`src/rtl/core/chic_pkg.sv`:
```
// Shared constants, command/status types and the arctangent table for the compass calibrator.
package chic_pkg;

   // Iteration count and output angle scale
   localparam int CORDIC_STEPS    = 16;
   localparam int ANGLE_FRAC_BITS = 6;

   // Field widths
   localparam int ACTION_W  = 2;
   localparam int MAG_XY_W  = 13;
   localparam int MAG_Z_W   = 15;
   localparam int HEAD_W    = 15;

   // Stream payload widths (fields packed from bit 0, padded to whole bytes)
   localparam int REQ_FIELDS_W = 2 * MAG_XY_W + MAG_Z_W;
   localparam int REQ_DATA_W   = ((REQ_FIELDS_W + 7) / 8) * 8;
   localparam int RSP_FIELDS_W = HEAD_W + 2 * MAG_XY_W + MAG_Z_W;
   localparam int RSP_DATA_W   = ((RSP_FIELDS_W + 7) / 8) * 8;

   // Request action codes
   localparam logic [ACTION_W-1:0] ACT_START   = 2'd0;
   localparam logic [ACTION_W-1:0] ACT_TRACK   = 2'd1;
   localparam logic [ACTION_W-1:0] ACT_HEADING = 2'd2;

   // Datapath widths
   localparam int MID_W       = MAG_Z_W + 2;
   localparam int DIFF_W      = MAG_XY_W + 1;
   localparam int GUARD_BITS  = 16;
   localparam int VEC_W       = DIFF_W + GUARD_BITS + 4;
   localparam int ACC_FRAC    = 24;
   localparam int ACC_W       = ACC_FRAC + 11;
   localparam int TABLE_LEN   = 24;
   localparam int TABLE_IDX_W = $clog2(TABLE_LEN);
   localparam int STEP_W      = (CORDIC_STEPS > 1) ? $clog2(CORDIC_STEPS) : 1;
   localparam int RND_SH      = ACC_FRAC - ANGLE_FRAC_BITS;

   localparam logic [ACC_W-1:0] FULL_TURN  = ACC_W'(360) << ACC_FRAC;
   localparam logic [ACC_W-1:0] HALF_TURN  = ACC_W'(180) << ACC_FRAC;
   localparam logic [ACC_W-1:0] ROUND_HALF = ACC_W'(1) << (RND_SH - 1);
   localparam logic [ACC_W-1:0] TURN_UNITS = ACC_W'(360) << ANGLE_FRAC_BITS;

   // Controller to datapath commands
   typedef struct packed {
      logic              accept;
      logic              offset_load;
      logic              prep_load;
      logic              iter_step;
      logic              wrap_load;
      logic              out_load;
      logic [STEP_W-1:0] step;
   } chic_cmd_type;

   // Datapath to controller status
   typedef struct packed {
      logic is_heading;
   } chic_sts_type;

   // atan(2^-i) in degrees, scaled by 2^24
   function automatic logic [ACC_W-1:0] atan_q24(input logic [TABLE_IDX_W-1:0] idx);
      logic [ACC_W-1:0] val;
      unique case (idx)
         5'd0:    val = ACC_W'(754974720);
         5'd1:    val = ACC_W'(445687602);
         5'd2:    val = ACC_W'(235489088);
         5'd3:    val = ACC_W'(119537938);
         5'd4:    val = ACC_W'(60000934);
         5'd5:    val = ACC_W'(30029717);
         5'd6:    val = ACC_W'(15018523);
         5'd7:    val = ACC_W'(7509720);
         5'd8:    val = ACC_W'(3754917);
         5'd9:    val = ACC_W'(1877466);
         5'd10:   val = ACC_W'(938734);
         5'd11:   val = ACC_W'(469367);
         5'd12:   val = ACC_W'(234684);
         5'd13:   val = ACC_W'(117342);
         5'd14:   val = ACC_W'(58671);
         5'd15:   val = ACC_W'(29335);
         5'd16:   val = ACC_W'(14668);
         5'd17:   val = ACC_W'(7334);
         5'd18:   val = ACC_W'(3667);
         5'd19:   val = ACC_W'(1833);
         5'd20:   val = ACC_W'(917);
         5'd21:   val = ACC_W'(458);
         5'd22:   val = ACC_W'(229);
         5'd23:   val = ACC_W'(115);
         default: val = '0;
      endcase
      return val;
   endfunction

endpackage

```
`src/rtl/core/chic_dp.sv`:
```
// Datapath: min/max tracking, offsets, iterative CORDIC and the result register.
module chic_dp (
   input  logic                                  clock,
   input  logic                                  reset,
   input  chic_pkg::chic_cmd_type                cmd,
   output chic_pkg::chic_sts_type                sts,
   input  logic        [chic_pkg::ACTION_W-1:0]  req_action,
   input  logic signed [chic_pkg::MAG_XY_W-1:0]  req_mag_x,
   input  logic signed [chic_pkg::MAG_XY_W-1:0]  req_mag_y,
   input  logic signed [chic_pkg::MAG_Z_W-1:0]   req_mag_z,
   output logic                                  rsp_heading_valid,
   output logic        [chic_pkg::HEAD_W-1:0]    rsp_heading_deg64,
   output logic signed [chic_pkg::MAG_XY_W-1:0]  rsp_offset_x,
   output logic signed [chic_pkg::MAG_XY_W-1:0]  rsp_offset_y,
   output logic signed [chic_pkg::MAG_Z_W-1:0]   rsp_offset_z
);

   function automatic logic signed [chic_pkg::MID_W-1:0] midpoint(
      input logic signed [chic_pkg::MID_W-1:0] lo,
      input logic signed [chic_pkg::MID_W-1:0] hi
   );
      logic signed [chic_pkg::MID_W-1:0] span;
      span = hi - lo;
      return lo + (span >>> 1);
   endfunction

   // extremes
   logic signed [chic_pkg::MAG_XY_W-1:0] min_x_ff, max_x_ff, min_x_in, max_x_in;
   logic signed [chic_pkg::MAG_XY_W-1:0] min_y_ff, max_y_ff, min_y_in, max_y_in;
   logic signed [chic_pkg::MAG_Z_W-1:0]  min_z_ff, max_z_ff, min_z_in, max_z_in;

   // held sample and offsets
   logic                                 heading_ff;
   logic signed [chic_pkg::MAG_XY_W-1:0] x_ff, y_ff;
   logic signed [chic_pkg::MAG_XY_W-1:0] ox_ff, oy_ff, ox_in, oy_in;
   logic signed [chic_pkg::MAG_Z_W-1:0]  oz_ff, oz_in;

   // CORDIC state
   logic signed [chic_pkg::DIFF_W-1:0] xc, yc;
   logic signed [chic_pkg::VEC_W-1:0]  vec_x0, vec_y0;
   logic signed [chic_pkg::VEC_W-1:0]  vx_ff, vy_ff, vx_in, vy_in, dx, dy;
   logic signed [chic_pkg::ACC_W-1:0]  ang_ff, ang_in, step_angle;
   logic                               zero_ff, zero_in;

   // rounding
   logic [chic_pkg::ACC_W-1:0]  rnd;
   logic [chic_pkg::HEAD_W-1:0] head_out;

   always_comb begin
      min_x_in = min_x_ff;
      max_x_in = max_x_ff;
      min_y_in = min_y_ff;
      max_y_in = max_y_ff;
      min_z_in = min_z_ff;
      max_z_in = max_z_ff;
      if (cmd.accept) begin
         if (req_action == chic_pkg::ACT_START) begin
            min_x_in = req_mag_x;
            max_x_in = req_mag_x;
            min_y_in = req_mag_y;
            max_y_in = req_mag_y;
            min_z_in = req_mag_z;
            max_z_in = req_mag_z;
         end else if (req_action == chic_pkg::ACT_TRACK) begin
            if (min_x_ff > req_mag_x) min_x_in = req_mag_x;
            else if (max_x_ff < req_mag_x) max_x_in = req_mag_x;
            if (min_y_ff > req_mag_y) min_y_in = req_mag_y;
            else if (max_y_ff < req_mag_y) max_y_in = req_mag_y;
            if (min_z_ff > req_mag_z) min_z_in = req_mag_z;
            else if (max_z_ff < req_mag_z) max_z_in = req_mag_z;
         end
      end
   end

   assign ox_in = chic_pkg::MAG_XY_W'(midpoint(chic_pkg::MID_W'(min_x_ff),
                                                chic_pkg::MID_W'(max_x_ff)));
   assign oy_in = chic_pkg::MAG_XY_W'(midpoint(chic_pkg::MID_W'(min_y_ff),
                                                chic_pkg::MID_W'(max_y_ff)));
   assign oz_in = chic_pkg::MAG_Z_W'(midpoint(chic_pkg::MID_W'(min_z_ff),
                                               chic_pkg::MID_W'(max_z_ff)));

   // corrected vector, scaled up by the guard bits; CORDIC runs on (y, x)
   assign xc = chic_pkg::DIFF_W'(x_ff) - chic_pkg::DIFF_W'(ox_ff);
   assign yc = chic_pkg::DIFF_W'(y_ff) - chic_pkg::DIFF_W'(oy_ff);
   assign vec_x0 = {{(chic_pkg::VEC_W - chic_pkg::DIFF_W - chic_pkg::GUARD_BITS)
                     {yc[chic_pkg::DIFF_W-1]}}, yc, {chic_pkg::GUARD_BITS{1'b0}}};
   assign vec_y0 = {{(chic_pkg::VEC_W - chic_pkg::DIFF_W - chic_pkg::GUARD_BITS)
                     {xc[chic_pkg::DIFF_W-1]}}, xc, {chic_pkg::GUARD_BITS{1'b0}}};
   assign zero_in = (xc == '0) && (yc == '0);

   assign dx = vy_ff >>> cmd.step;
   assign dy = vx_ff >>> cmd.step;
   assign step_angle = $signed(chic_pkg::atan_q24(chic_pkg::TABLE_IDX_W'(cmd.step)));

   always_comb begin
      vx_in  = vx_ff;
      vy_in  = vy_ff;
      ang_in = ang_ff;
      if (cmd.prep_load) begin
         // left half-plane: rotate by 180 degrees first
         if (yc[chic_pkg::DIFF_W-1]) begin
            vx_in  = -vec_x0;
            vy_in  = -vec_y0;
            ang_in = $signed(chic_pkg::HALF_TURN);
         end else begin
            vx_in  = vec_x0;
            vy_in  = vec_y0;
            ang_in = '0;
         end
      end else if (cmd.iter_step) begin
         if (!vy_ff[chic_pkg::VEC_W-1]) begin
            vx_in  = vx_ff + dx;
            vy_in  = vy_ff - dy;
            ang_in = ang_ff + step_angle;
         end else begin
            vx_in  = vx_ff - dx;
            vy_in  = vy_ff + dy;
            ang_in = ang_ff - step_angle;
         end
      end else if (cmd.wrap_load) begin
         if (ang_ff[chic_pkg::ACC_W-1]) begin
            ang_in = ang_ff + $signed(chic_pkg::FULL_TURN);
         end else if (ang_ff >= $signed(chic_pkg::FULL_TURN)) begin
            ang_in = ang_ff - $signed(chic_pkg::FULL_TURN);
         end
      end
   end

   // round half up to the output scale; a full turn, a zero vector or a non-heading request reads zero
   assign rnd = ($unsigned(ang_ff) + chic_pkg::ROUND_HALF) >> chic_pkg::RND_SH;
   assign head_out = (!heading_ff || zero_ff || rnd >= chic_pkg::TURN_UNITS)
                     ? '0 : chic_pkg::HEAD_W'(rnd);

   always_ff @(posedge clock) begin
      if (reset) begin
         min_x_ff <= '0;
         max_x_ff <= '0;
         min_y_ff <= '0;
         max_y_ff <= '0;
         min_z_ff <= '0;
         max_z_ff <= '0;
      end else begin
         min_x_ff <= min_x_in;
         max_x_ff <= max_x_in;
         min_y_ff <= min_y_in;
         max_y_ff <= max_y_in;
         min_z_ff <= min_z_in;
         max_z_ff <= max_z_in;
      end
   end

   always_ff @(posedge clock) begin
      if (cmd.accept) begin
         heading_ff <= (req_action == chic_pkg::ACT_HEADING);
         x_ff       <= req_mag_x;
         y_ff       <= req_mag_y;
      end
      if (cmd.offset_load) begin
         ox_ff <= ox_in;
         oy_ff <= oy_in;
         oz_ff <= oz_in;
      end
      if (cmd.prep_load) zero_ff <= zero_in;
      vx_ff  <= vx_in;
      vy_ff  <= vy_in;
      ang_ff <= ang_in;
      if (cmd.out_load) begin
         rsp_heading_valid <= heading_ff;
         rsp_heading_deg64 <= head_out;
         rsp_offset_x      <= ox_ff;
         rsp_offset_y      <= oy_ff;
         rsp_offset_z      <= oz_ff;
      end
   end

   assign sts.is_heading = heading_ff;

endmodule

```
`src/rtl/core/chic_ctrl.sv`:
```
// Controller: sequences accept, offset, CORDIC iterations, wrap and result hand-off.
module chic_ctrl (
   input  logic                   clock,
   input  logic                   reset,
   input  logic                   req_tvalid,
   output logic                   req_tready,
   output logic                   rsp_tvalid,
   input  logic                   rsp_tready,
   input  chic_pkg::chic_sts_type sts,
   output chic_pkg::chic_cmd_type cmd
);

   typedef enum logic [2:0] {
      ST_IDLE,
      ST_OFFSET,
      ST_PREP,
      ST_ITER,
      ST_WRAP,
      ST_FINISH
   } state_type;

   state_type                     state_ff;
   logic [chic_pkg::STEP_W-1:0]   step_ff;
   logic                          rsp_valid_ff;
   logic                          out_free;
   logic                          step_last;

   assign out_free   = !rsp_valid_ff || rsp_tready;
   assign step_last  = (step_ff == chic_pkg::STEP_W'(chic_pkg::CORDIC_STEPS - 1));
   assign req_tready = (state_ff == ST_IDLE);
   assign rsp_tvalid = rsp_valid_ff;

   always_comb begin
      cmd.accept      = (state_ff == ST_IDLE) && req_tvalid;
      cmd.offset_load = (state_ff == ST_OFFSET);
      cmd.prep_load   = (state_ff == ST_PREP);
      cmd.iter_step   = (state_ff == ST_ITER);
      cmd.wrap_load   = (state_ff == ST_WRAP);
      cmd.out_load    = (state_ff == ST_FINISH) && out_free;
      cmd.step        = step_ff;
   end

   always_ff @(posedge clock) begin
      if (reset) begin
         state_ff     <= ST_IDLE;
         step_ff      <= '0;
         rsp_valid_ff <= 1'b0;
      end else begin
         // a new result replaces the one taken in the same cycle
         if (cmd.out_load) rsp_valid_ff <= 1'b1;
         else if (rsp_tready) rsp_valid_ff <= 1'b0;
         unique case (state_ff)
            ST_IDLE: begin
               if (req_tvalid) state_ff <= ST_OFFSET;
            end
            ST_OFFSET: begin
               state_ff <= sts.is_heading ? ST_PREP : ST_FINISH;
            end
            ST_PREP: begin
               step_ff  <= '0;
               state_ff <= ST_ITER;
            end
            ST_ITER: begin
               step_ff <= step_ff + 1'b1;
               if (step_last) state_ff <= ST_WRAP;
            end
            ST_WRAP: begin
               state_ff <= ST_FINISH;
            end
            ST_FINISH: begin
               if (out_free) state_ff <= ST_IDLE;
            end
            default: state_ff <= ST_IDLE;
         endcase
      end
   end

   a_one_command: assert property (@(posedge clock) disable iff (reset)
      $onehot0({cmd.accept, cmd.offset_load, cmd.prep_load, cmd.iter_step,
                cmd.wrap_load, cmd.out_load}))
      else $error("more than one datapath command in a cycle");

   a_accept_to_offset: assert property (@(posedge clock) disable iff (reset)
      (req_tvalid && req_tready) |=> (state_ff == ST_OFFSET))
      else $error("accepted request did not advance to offset");

   a_no_overwrite: assert property (@(posedge clock) disable iff (reset)
      (rsp_valid_ff && !rsp_tready) |=> !$past(cmd.out_load))
      else $error("result register loaded while occupied");

   a_step_range: assert property (@(posedge clock) disable iff (reset)
      (state_ff == ST_ITER) |->
         (step_ff <= chic_pkg::STEP_W'(chic_pkg::CORDIC_STEPS - 1)))
      else $error("CORDIC step counter out of range");

   a_result_after_finish: assert property (@(posedge clock) disable iff (reset)
      $rose(rsp_valid_ff) |-> ($past(state_ff) == ST_FINISH))
      else $error("result raised outside finish");

endmodule

```
`src/rtl/core/compass_hard_iron_calibrate_heading.sv`:
```
// Top level of the compass hard-iron calibration and heading block.
// Each request carries one signed magnetometer sample and an action. A start-calibration
// request loads the per-axis minimum and maximum with the sample; a calibration request
// lowers a minimum or else raises a maximum; a heading request subtracts the per-axis
// offset (min + floor((max - min) / 2)) from x and y and computes atan2(x, y) with an
// iterative CORDIC, wrapped into 0..360 degrees and rounded to 1/64 degree (0..23039).
// Action code 3 leaves the extremes alone. Every request yields exactly one response
// with the offsets as they stand after that request's update; the heading field reads
// zero unless the valid flag in rsp_tuser is set. The extremes reset to zero, so all
// offsets read zero until calibration begins. The block works on one request at a time:
// a heading request passes through the offset, prep, CORDIC iteration, wrap and finish
// states, the CORDIC loop doing one shift-add step per cycle on a shared adder set;
// calibration and unused requests go from offset straight to finish. The response sits in an
// output register, so the next request is accepted while it waits to be taken; the
// loop only stalls at its final stage if that register is still occupied.
module compass_hard_iron_calibrate_heading (
   input  logic                                clock,
   input  logic                                reset,
   // request channel
   input  logic                                req_tvalid,
   output logic                                req_tready,
   // tdata: mag_x[12:0], mag_y[25:13], mag_z[40:26], zero pad [47:41]
   input  logic [chic_pkg::REQ_DATA_W-1:0]     req_tdata,
   // tuser: action[1:0]
   input  logic [chic_pkg::ACTION_W-1:0]       req_tuser,
   // response channel
   output logic                                rsp_tvalid,
   input  logic                                rsp_tready,
   // tdata: heading_deg64[14:0], offset_x[27:15], offset_y[40:28], offset_z[55:41]
   output logic [chic_pkg::RSP_DATA_W-1:0]     rsp_tdata,
   // tuser: heading_valid[0]
   output logic                                rsp_tuser
);

   chic_pkg::chic_cmd_type cmd;
   chic_pkg::chic_sts_type sts;

   // unpacked request fields
   logic signed [chic_pkg::MAG_XY_W-1:0] req_mag_x;
   logic signed [chic_pkg::MAG_XY_W-1:0] req_mag_y;
   logic signed [chic_pkg::MAG_Z_W-1:0]  req_mag_z;

   // response fields from the output register
   logic                                 rsp_heading_valid;
   logic        [chic_pkg::HEAD_W-1:0]   rsp_heading_deg64;
   logic signed [chic_pkg::MAG_XY_W-1:0] rsp_offset_x;
   logic signed [chic_pkg::MAG_XY_W-1:0] rsp_offset_y;
   logic signed [chic_pkg::MAG_Z_W-1:0]  rsp_offset_z;

   // split the request payload, lowest field first
   assign req_mag_x = req_tdata[chic_pkg::MAG_XY_W-1:0];
   assign req_mag_y = req_tdata[2*chic_pkg::MAG_XY_W-1:chic_pkg::MAG_XY_W];
   assign req_mag_z = req_tdata[chic_pkg::REQ_FIELDS_W-1:2*chic_pkg::MAG_XY_W];

   // sequencer: owns the handshakes and steps the datapath
   chic_ctrl u_ctrl (
      .clock      (clock),
      .reset      (reset),
      .req_tvalid (req_tvalid),
      .req_tready (req_tready),
      .rsp_tvalid (rsp_tvalid),
      .rsp_tready (rsp_tready),
      .sts        (sts),
      .cmd        (cmd)
   );

   // datapath: extremes, offsets, CORDIC and result register
   chic_dp u_dp (
      .clock             (clock),
      .reset             (reset),
      .cmd               (cmd),
      .sts               (sts),
      .req_action        (req_tuser),
      .req_mag_x         (req_mag_x),
      .req_mag_y         (req_mag_y),
      .req_mag_z         (req_mag_z),
      .rsp_heading_valid (rsp_heading_valid),
      .rsp_heading_deg64 (rsp_heading_deg64),
      .rsp_offset_x      (rsp_offset_x),
      .rsp_offset_y      (rsp_offset_y),
      .rsp_offset_z      (rsp_offset_z)
   );

   // pack the response, lowest field first; the payload fills whole bytes exactly
   assign rsp_tdata = {rsp_offset_z, rsp_offset_y, rsp_offset_x, rsp_heading_deg64};
   assign rsp_tuser = rsp_heading_valid;

endmodule

```
`config.mk`:
```
export PLATFORM = sky130hd
export DESIGN_NAME = compass_hard_iron_calibrate_heading
export DESIGN_NICKNAME = d
export VERILOG_FILES = /design/src/rtl/core/chic_pkg.sv /design/src/rtl/core/chic_dp.sv /design/src/rtl/core/chic_ctrl.sv /design/src/rtl/core/compass_hard_iron_calibrate_heading.sv
export SDC_FILE = /design/constraint.sdc
export NUM_CORES = 1
export LEC_CHECK = 0
export BUFFER_PORTS_ARGS = -buffer_cell sky130_fd_sc_hd__buf_2
export CORE_AREA = 3 3 282 284
export CTS_BUF_LIST = sky130_fd_sc_hd__clkbuf_8 sky130_fd_sc_hd__clkbuf_16
export DETAILED_ROUTE_END_ITERATION = 6
export DIE_AREA = 0 0 285 287
export PLACE_DENSITY_LB_ADDON = 0.3
export SYNTH_ARGS = -nofsm -noshare
export SYNTH_HDL_FRONTEND = slang
export SYNTH_SLANG_ARGS = --single-unit
```
`constraint.sdc`:
```
create_clock -name clock -period 7.3 [get_ports clock]
set_input_delay 1.095 -clock clock [delete_from_list [all_inputs] [get_ports clock]]
set_output_delay 1.095 -clock clock [all_outputs]
set_load 0.01 [all_outputs]
```
**After elaboration in Yosys (flattened, before gate mapping)**

Memory sizes are Yosys's and may differ from the RTL's. A register that Yosys moved wholly into a read port is not among the register bits.
Cells that the tools add are included.

- Shift operators: 2
- Equality and inequality tests: 14
- Reduce and logical (&&, ||, !) cells: 31
- Multiplexer cells: 46
- $lt $le $gt $ge: 8
- Add/subtract/negate cells: 20

Operator list:

| kind | number |
|---|---|
| $mux 34 | 8 |
| $mux 35 | 6 |
| $mux 13 | 14 |
| $mux 15 | 7 |
| $add 34x34->34 | 2 |
| $neg 30->34 | 2 |
| $sshr 34x4->34 | 2 |
| $sub 34x34->34 | 2 |
| $sub 13x13->14 | 4 |
| $add 35x18->35 const B | 1 |
| $add 35x34->35 const B | 1 |
| $add 35x35->35 | 1 |
| $ge 35x34->1 const B | 1 |
| $sub 35x34->35 const B | 1 |
| $sub 35x35->35 | 1 |
| $mux 32 | 1 |
| $logic_not 14->1 | 2 |
| $add 13x13->13 | 2 |
| $gt 13x13->1 | 2 |
| $lt 13x13->1 | 2 |
| $pmux 3 s6 | 1 |
| $reduce_bool 2->1 | 9 |
| $ge 17x15->1 const B | 1 |
| $sub 15x15->16 | 1 |
| other kinds (26) | 47 |

- Bits in read-only memories: 480
- Memories: 1
- Input bits: 54
- Register bits after elaboration: 319
- Output and inout port bits: 59

Memories:

| name | words | bits a word | rd ports | clocked after memory_dff | write ports | line | text |
|---|---|---|---|---|---|---|---|
| (no name shown) | 16 | 30 | 1 | 1 | 0 | chic_pkg.sv:61 | `unique case (idx)` |

**Logic depth before layout (Yosys ltp)**

- Word-level depth: 6
- Depth in mapped cells: 30
- Depth with buffers taken out: 25

**Modules after synthesis**

Synthesis repeated with hierarchy kept, for this count alone.

- Cell total of the unflattened synthesis: 3338
- Area, all modules: 30249.0 sq um

By module, submodules not included:

| module | area each (sq um) | cells an instance | times used |
|---|---|---|---|
| chic_dp | 29778.6 | 3276 | 1 |
| chic_ctrl | 470.5 | 62 | 1 |

**Worst setup path after synthesis**

Ideal clock, no wire load.

- Path kind: reg2reg
- Start: reg u_ctrl.step_ff[2] (netlist name)
- End: reg u_dp.vy_ff[33] (netlist name) (data pin)
- Slack: 1634 ps
- Arrival time: 5397 ps
- Path buffers: 5
- Period minus slack after synthesis: 5666 ps
- Cell stages (with the launch flop): 26
- Required time: 7031 ps
- Cell sequence: dfxtp_1 -> clkbuf_1 -> clkbuf_1 -> buf_1 -> clkbuf_1 -> buf_1 -> a21oi_1 -> inv_1 -> ha_1 -> nand2_1 -> a211oi_1 -> nand2_1 -> nor2_1 -> and2_1 -> a31oi_1 -> xor2_1 -> ha_1 -> or4_1 -> a211oi_1 -> nor3_1 -> nor3_1 -> o21ai_0 -> a21o_1 -> a31oi_1 -> xnor2_1 -> a21boi_1

- Longest elaborated chain between the ends: 5
- Elaborated cells between the ends (all ways): 6
- Those cells by class: add/sub (2); shift (1); mux (3)

RTL lines:

| element | line | text |
|---|---|---|
| from (decl) | chic_ctrl.sv:23 | `logic [chic_pkg::STEP_W-1:0] step_ff;` |
| from (signal assigned) | chic_ctrl.sv:64 | `step_ff <= step_ff + 1'b1;` |
| $sshr 34x4->34 * | chic_dp.sv:92 | `assign dy = vx_ff >>> cmd.step;` |
| $sub 34x34->34 or $add 34x34->34 (tied branches) | chic_dp.sv:113, chic_dp.sv:117 |  |
| $mux 34 * | chic_dp.sv:111 | `if (!vy_ff[chic_pkg::VEC_W-1]) begin` |
| $mux 34 * | chic_dp.sv:110 | `end else if (cmd.iter_step) begin` |
| $mux 34 * | chic_dp.sv:99 | `if (cmd.prep_load) begin` |
| net u_dp.vy_in (one bit) | chic_dp.sv:41 | `logic signed [chic_pkg::VEC_W-1:0] vx_ff, vy_ff, vx_in, vy_in, dx, dy;` |
| to (signal assigned) | chic_dp.sv:165 | `vy_ff <= vy_in;` |
| to (decl) | chic_dp.sv:41 |  |

Mark *: on every way through the listed nets, which the timed path passes. The rest lies on a longest branch. The select of a mux whose other input is x is not followed.
A chain may end at the register's enable or synchronous reset.

**Worst setup path in the final report**

- Start: reg u_ctrl.step_ff[1] (netlist name)
- End: reg u_dp.vx_ff[33] (netlist name) (data pin)

- Longest elaborated chain between the ends: 5
- Elaborated cells between the ends (all ways): 6
- Those cells by class: add/sub (2); shift (1); mux (3)

RTL lines:

| element | line | text |
|---|---|---|
| $sshr 34x4->34 * | chic_dp.sv:91 | `assign dx = vy_ff >>> cmd.step;` |
| $add 34x34->34 or $sub 34x34->34 (tied branches) | chic_dp.sv:112, chic_dp.sv:116 |  |
| $mux 34 * | chic_dp.sv:111 |  |
| $mux 34 * | chic_dp.sv:110 |  |
| $mux 34 * | chic_dp.sv:99 |  |
| net u_dp.vx_in (one bit) | chic_dp.sv:41 |  |
| to (signal assigned) | chic_dp.sv:164 | `vx_ff <= vx_in;` |
| to (decl) | chic_dp.sv:41 |  |

Marked as above.

==> run metrics <==
register bit total from synthesis between 300 and 400; register area 0.00929 mm^2; crit start category flop; Synth-to-Final Area Change 10.2%; DRT Pass-1 Iters 5; worst slew margin relative to its limit 0.284; Final Hold Fails 0; DIE HEIGHT 287 um; Total Routing Usage GR 0.188; io pins 113; Req. time, crit path 7.61 ns; Die Wd 285 um; Die ar. slightly above 0.08 mm^2; Starting Density 0.398; core area 0.0773 mm^2; slew at the pin closest to its max-slew limit 1.06 ns; Clk pwr share 0.283; Psw 3.13 mW; Nets 3800; via count 25.2k; Max FO, Critical Path 35; Peak Freq 0.159 GHz; syn_nets ~3.7k; CTS Hold Buffers Added 0; CTS sink cnt 349; Reg power frac 0.307; PnR worst setup slack 1.02 ns; max_cap viols 0; yosys warns 0; vias in the first global route 24.0k; number of H-tree levels 2; initial antenna violation count 4; TritonCTS clock tree done; synthesized area 0.0308 mm^2; clock-pin slew on the worst setup and hold paths 0.06 ns; post-cts resize count 0; reg-to-reg startpoint u_ctrl.step_ff[1]; fin crit period 6.28 ns; drt initial violations around 1.7k; Synth Flop Type edfxtp_1; Post-CTS Setup Inserts 0; Seq/Total Area, Yosys 0.301; power share of the combinational group 0.410; Setup crit end kind flop; Post-synth EDFFs roughly 230; RSZ-0062 raised after global routing no; fraction of layout instances using a drive strength above 1 0.0965; Routed Antenna Nets 0; setup_tns 0 ns; Max VDD drop 0.166 mV; switching share of power 0.364; Final Skew 0.0265 ns; Setup CP Type flop to flop; fillcell total 7588; synthesized area per cell between 9 and 10 um^2; commonest non-fill, non-tap cells in the layout nor2_1 (372), ha_1 (300), a21oi_1 (259); Final HPWL DP between 50000 and 60000 um; async set-reset flop share out of synthesis 0; part of the cycle the worst path needs 0.860; Worst-Skew Late Latency 0.60 ns; DP Worst Slack around 1.1 ns; worst min path class flop to flop; hold_ws ~0.42 ns; PD cells 253 mW/mm^2; Tot Pwr approximately 8.6 mW; PortBufs ~110; Slew Viols, Final 0; Netlist cell types 93; commonest non-fill, non-tap cell in the layout nor2_1; first-pass GRT wire length ~130000 um; Detailed Route WL 78500 um; post-route DRC violation count 0; Gate Count Post-Synth between 3k and 4k; cell-internal power 5.47 mW; GR Overflow Total 0; GPL Wtd Cong between 0.8 and 0.9; Final setup viols 0; hold path start u_dp.oz_ff[10]; outcome finished, final reports clean; largest net degree at the start of global routing 88; area of the multi-input gates around 0.020 mm^2; CP startpoint u_ctrl.step_ff[1]; Worst Path Arrival 6.58 ns; Finished Core Util 0.439; Num CTS Buffers 45; Leak Pwr 13.8 nW; Rows 102; via-per-instance ratio 5.59; CTS root buffer clkbuf_16; CTS max path bufs 3; Wirelength per Cell 17.4 um
## stage by stage
step | cells | area, um^2
finish | 4513 | 34000
global route | 4512 | 34000
CTS | 4511 | 34000
detailed placement | 4428 | 32300
global placement | 4428 | 32300
floorplan | 3383 | 30800
## layout make-up
type	instances	share of cell area
antenna	2	0.000147
clock buffer	46	0.0336
clock inverter	37	0.0143
inverter	206	0.0228
multi-input combinational	2696	0.595
sequential	349	0.274
tap	1040	0.0383
timing repair buffer	137	0.0226
## power by group through the flow
| stage | sequential (mW) | clock (mW) | combinational (mW) |
|---|---|---|---|
| 2_1_floorplan | 2.57 | 0 | 2.83 |
| 4_1_cts | 2.63 | 2.49 | 3.53 |
| 6_report | 2.64 | 2.43 | 3.53 |
| 3_5_place_dp | 2.67 | 0 | 3.51 |
| 5_1_grt | 2.66 | 2.57 | 3.98 |
| 3_3_place_gp | 2.67 | 0 | 3.47 |
## flip-flops by register name, summed over array words and instances (netlist names), 30 cells and up
signal / count
u_dp.vx_ff: 34
u_dp.step_angle: 30
u_dp.vy_ff: 34
u_dp.ang_ff: 35
## cells in the mapped netlist (15+ instances only)
cell,n,share of area
ha_1,300,0.12
xor2_1,97,0.028
nand2b_1,71,0.014
nor2_1,373,0.045
nor3_1,86,0.014
mux4_1,19,0.016
mux2_2,29,0.011
buf_1,21,0.0026
inv_1,202,0.025
mux4_2,47,0.034
o21a_1,57,0.014
a21oi_1,260,0.042
o21bai_1,29,0.0071
o22ai_1,28,0.0057
and3_1,16,0.0032
buf_2,15,0.0024
nand4_1,30,0.0061
xnor2_1,183,0.052
mux2i_1,136,0.044
a211oi_1,31,0.0076
dfxtp_1,120,0.078
o211ai_1,20,0.0049
or3_1,23,0.0047
and2_1,30,0.0061
edfxtp_1,229,0.22
clkbuf_1,85,0.010
o21ai_0,160,0.026
nand3_1,49,0.0080
a31oi_1,37,0.0075
a21o_1,88,0.021
nand2_1,178,0.022
nor4_1,21,0.0043
nor2b_1,61,0.012
## kinds of logic after synthesis
| family | share of synthesized area |
|---|---|
| adders and majority gates | 0.129 |
| xor gates and xnor gates | 0.0796 |
| and+or+nand+nor | 0.158 |
| DFF | 0.301 |
| muxes | 0.105 |
| AOI/OAI and AO/OA | 0.183 |
| buffers and inverters | 0.0444 |
## worst max-delay path, stage by stage, from the launching register on
cell	delay, ns
dfxtp_4	0.68
buf_4	0.50
mux4_1	0.67
mux4_2	0.54
a211o_1	0.27
nor3_1	0.23
and4_4	0.29
a21oi_1	0.18
a21oi_1	0.21
xor2_1	0.17
ha_1	0.31
a21o_1	0.20
a21o_1	0.17
a21oi_1	0.23
o21ai_0	0.22
a31o_2	0.28
o41ai_1	0.40
o21ai_0	0.20
xnor2_1	0.18
nor2_1	0.05
## per-layer routing
metal	part of all wire	track usage	vias to the layer above
li1	-	-	12576
met1	0.47	0.255	11912
met2	0.46	0.312	620
met3	0.051	0.0276	140
met4	0.029	0.0539	0
met5	0	0	-
## final timing paths
| kind | endpoint | slack [ns] | cells after the start |
|---|---|---|---|
| worst max-delay path | u_dp.vx_ff[33] | 1.02 | 19 |
| worst max register to register | u_dp.vx_ff[33] | 1.02 | 19 |
| worst min-delay path | u_dp.rsp_offset_z[10] | 0.42 | 0 |
| worst min register to register | u_dp.rsp_offset_z[10] | 0.42 | 0 |
No activity file was read; power rests on OpenSTA's default activity.
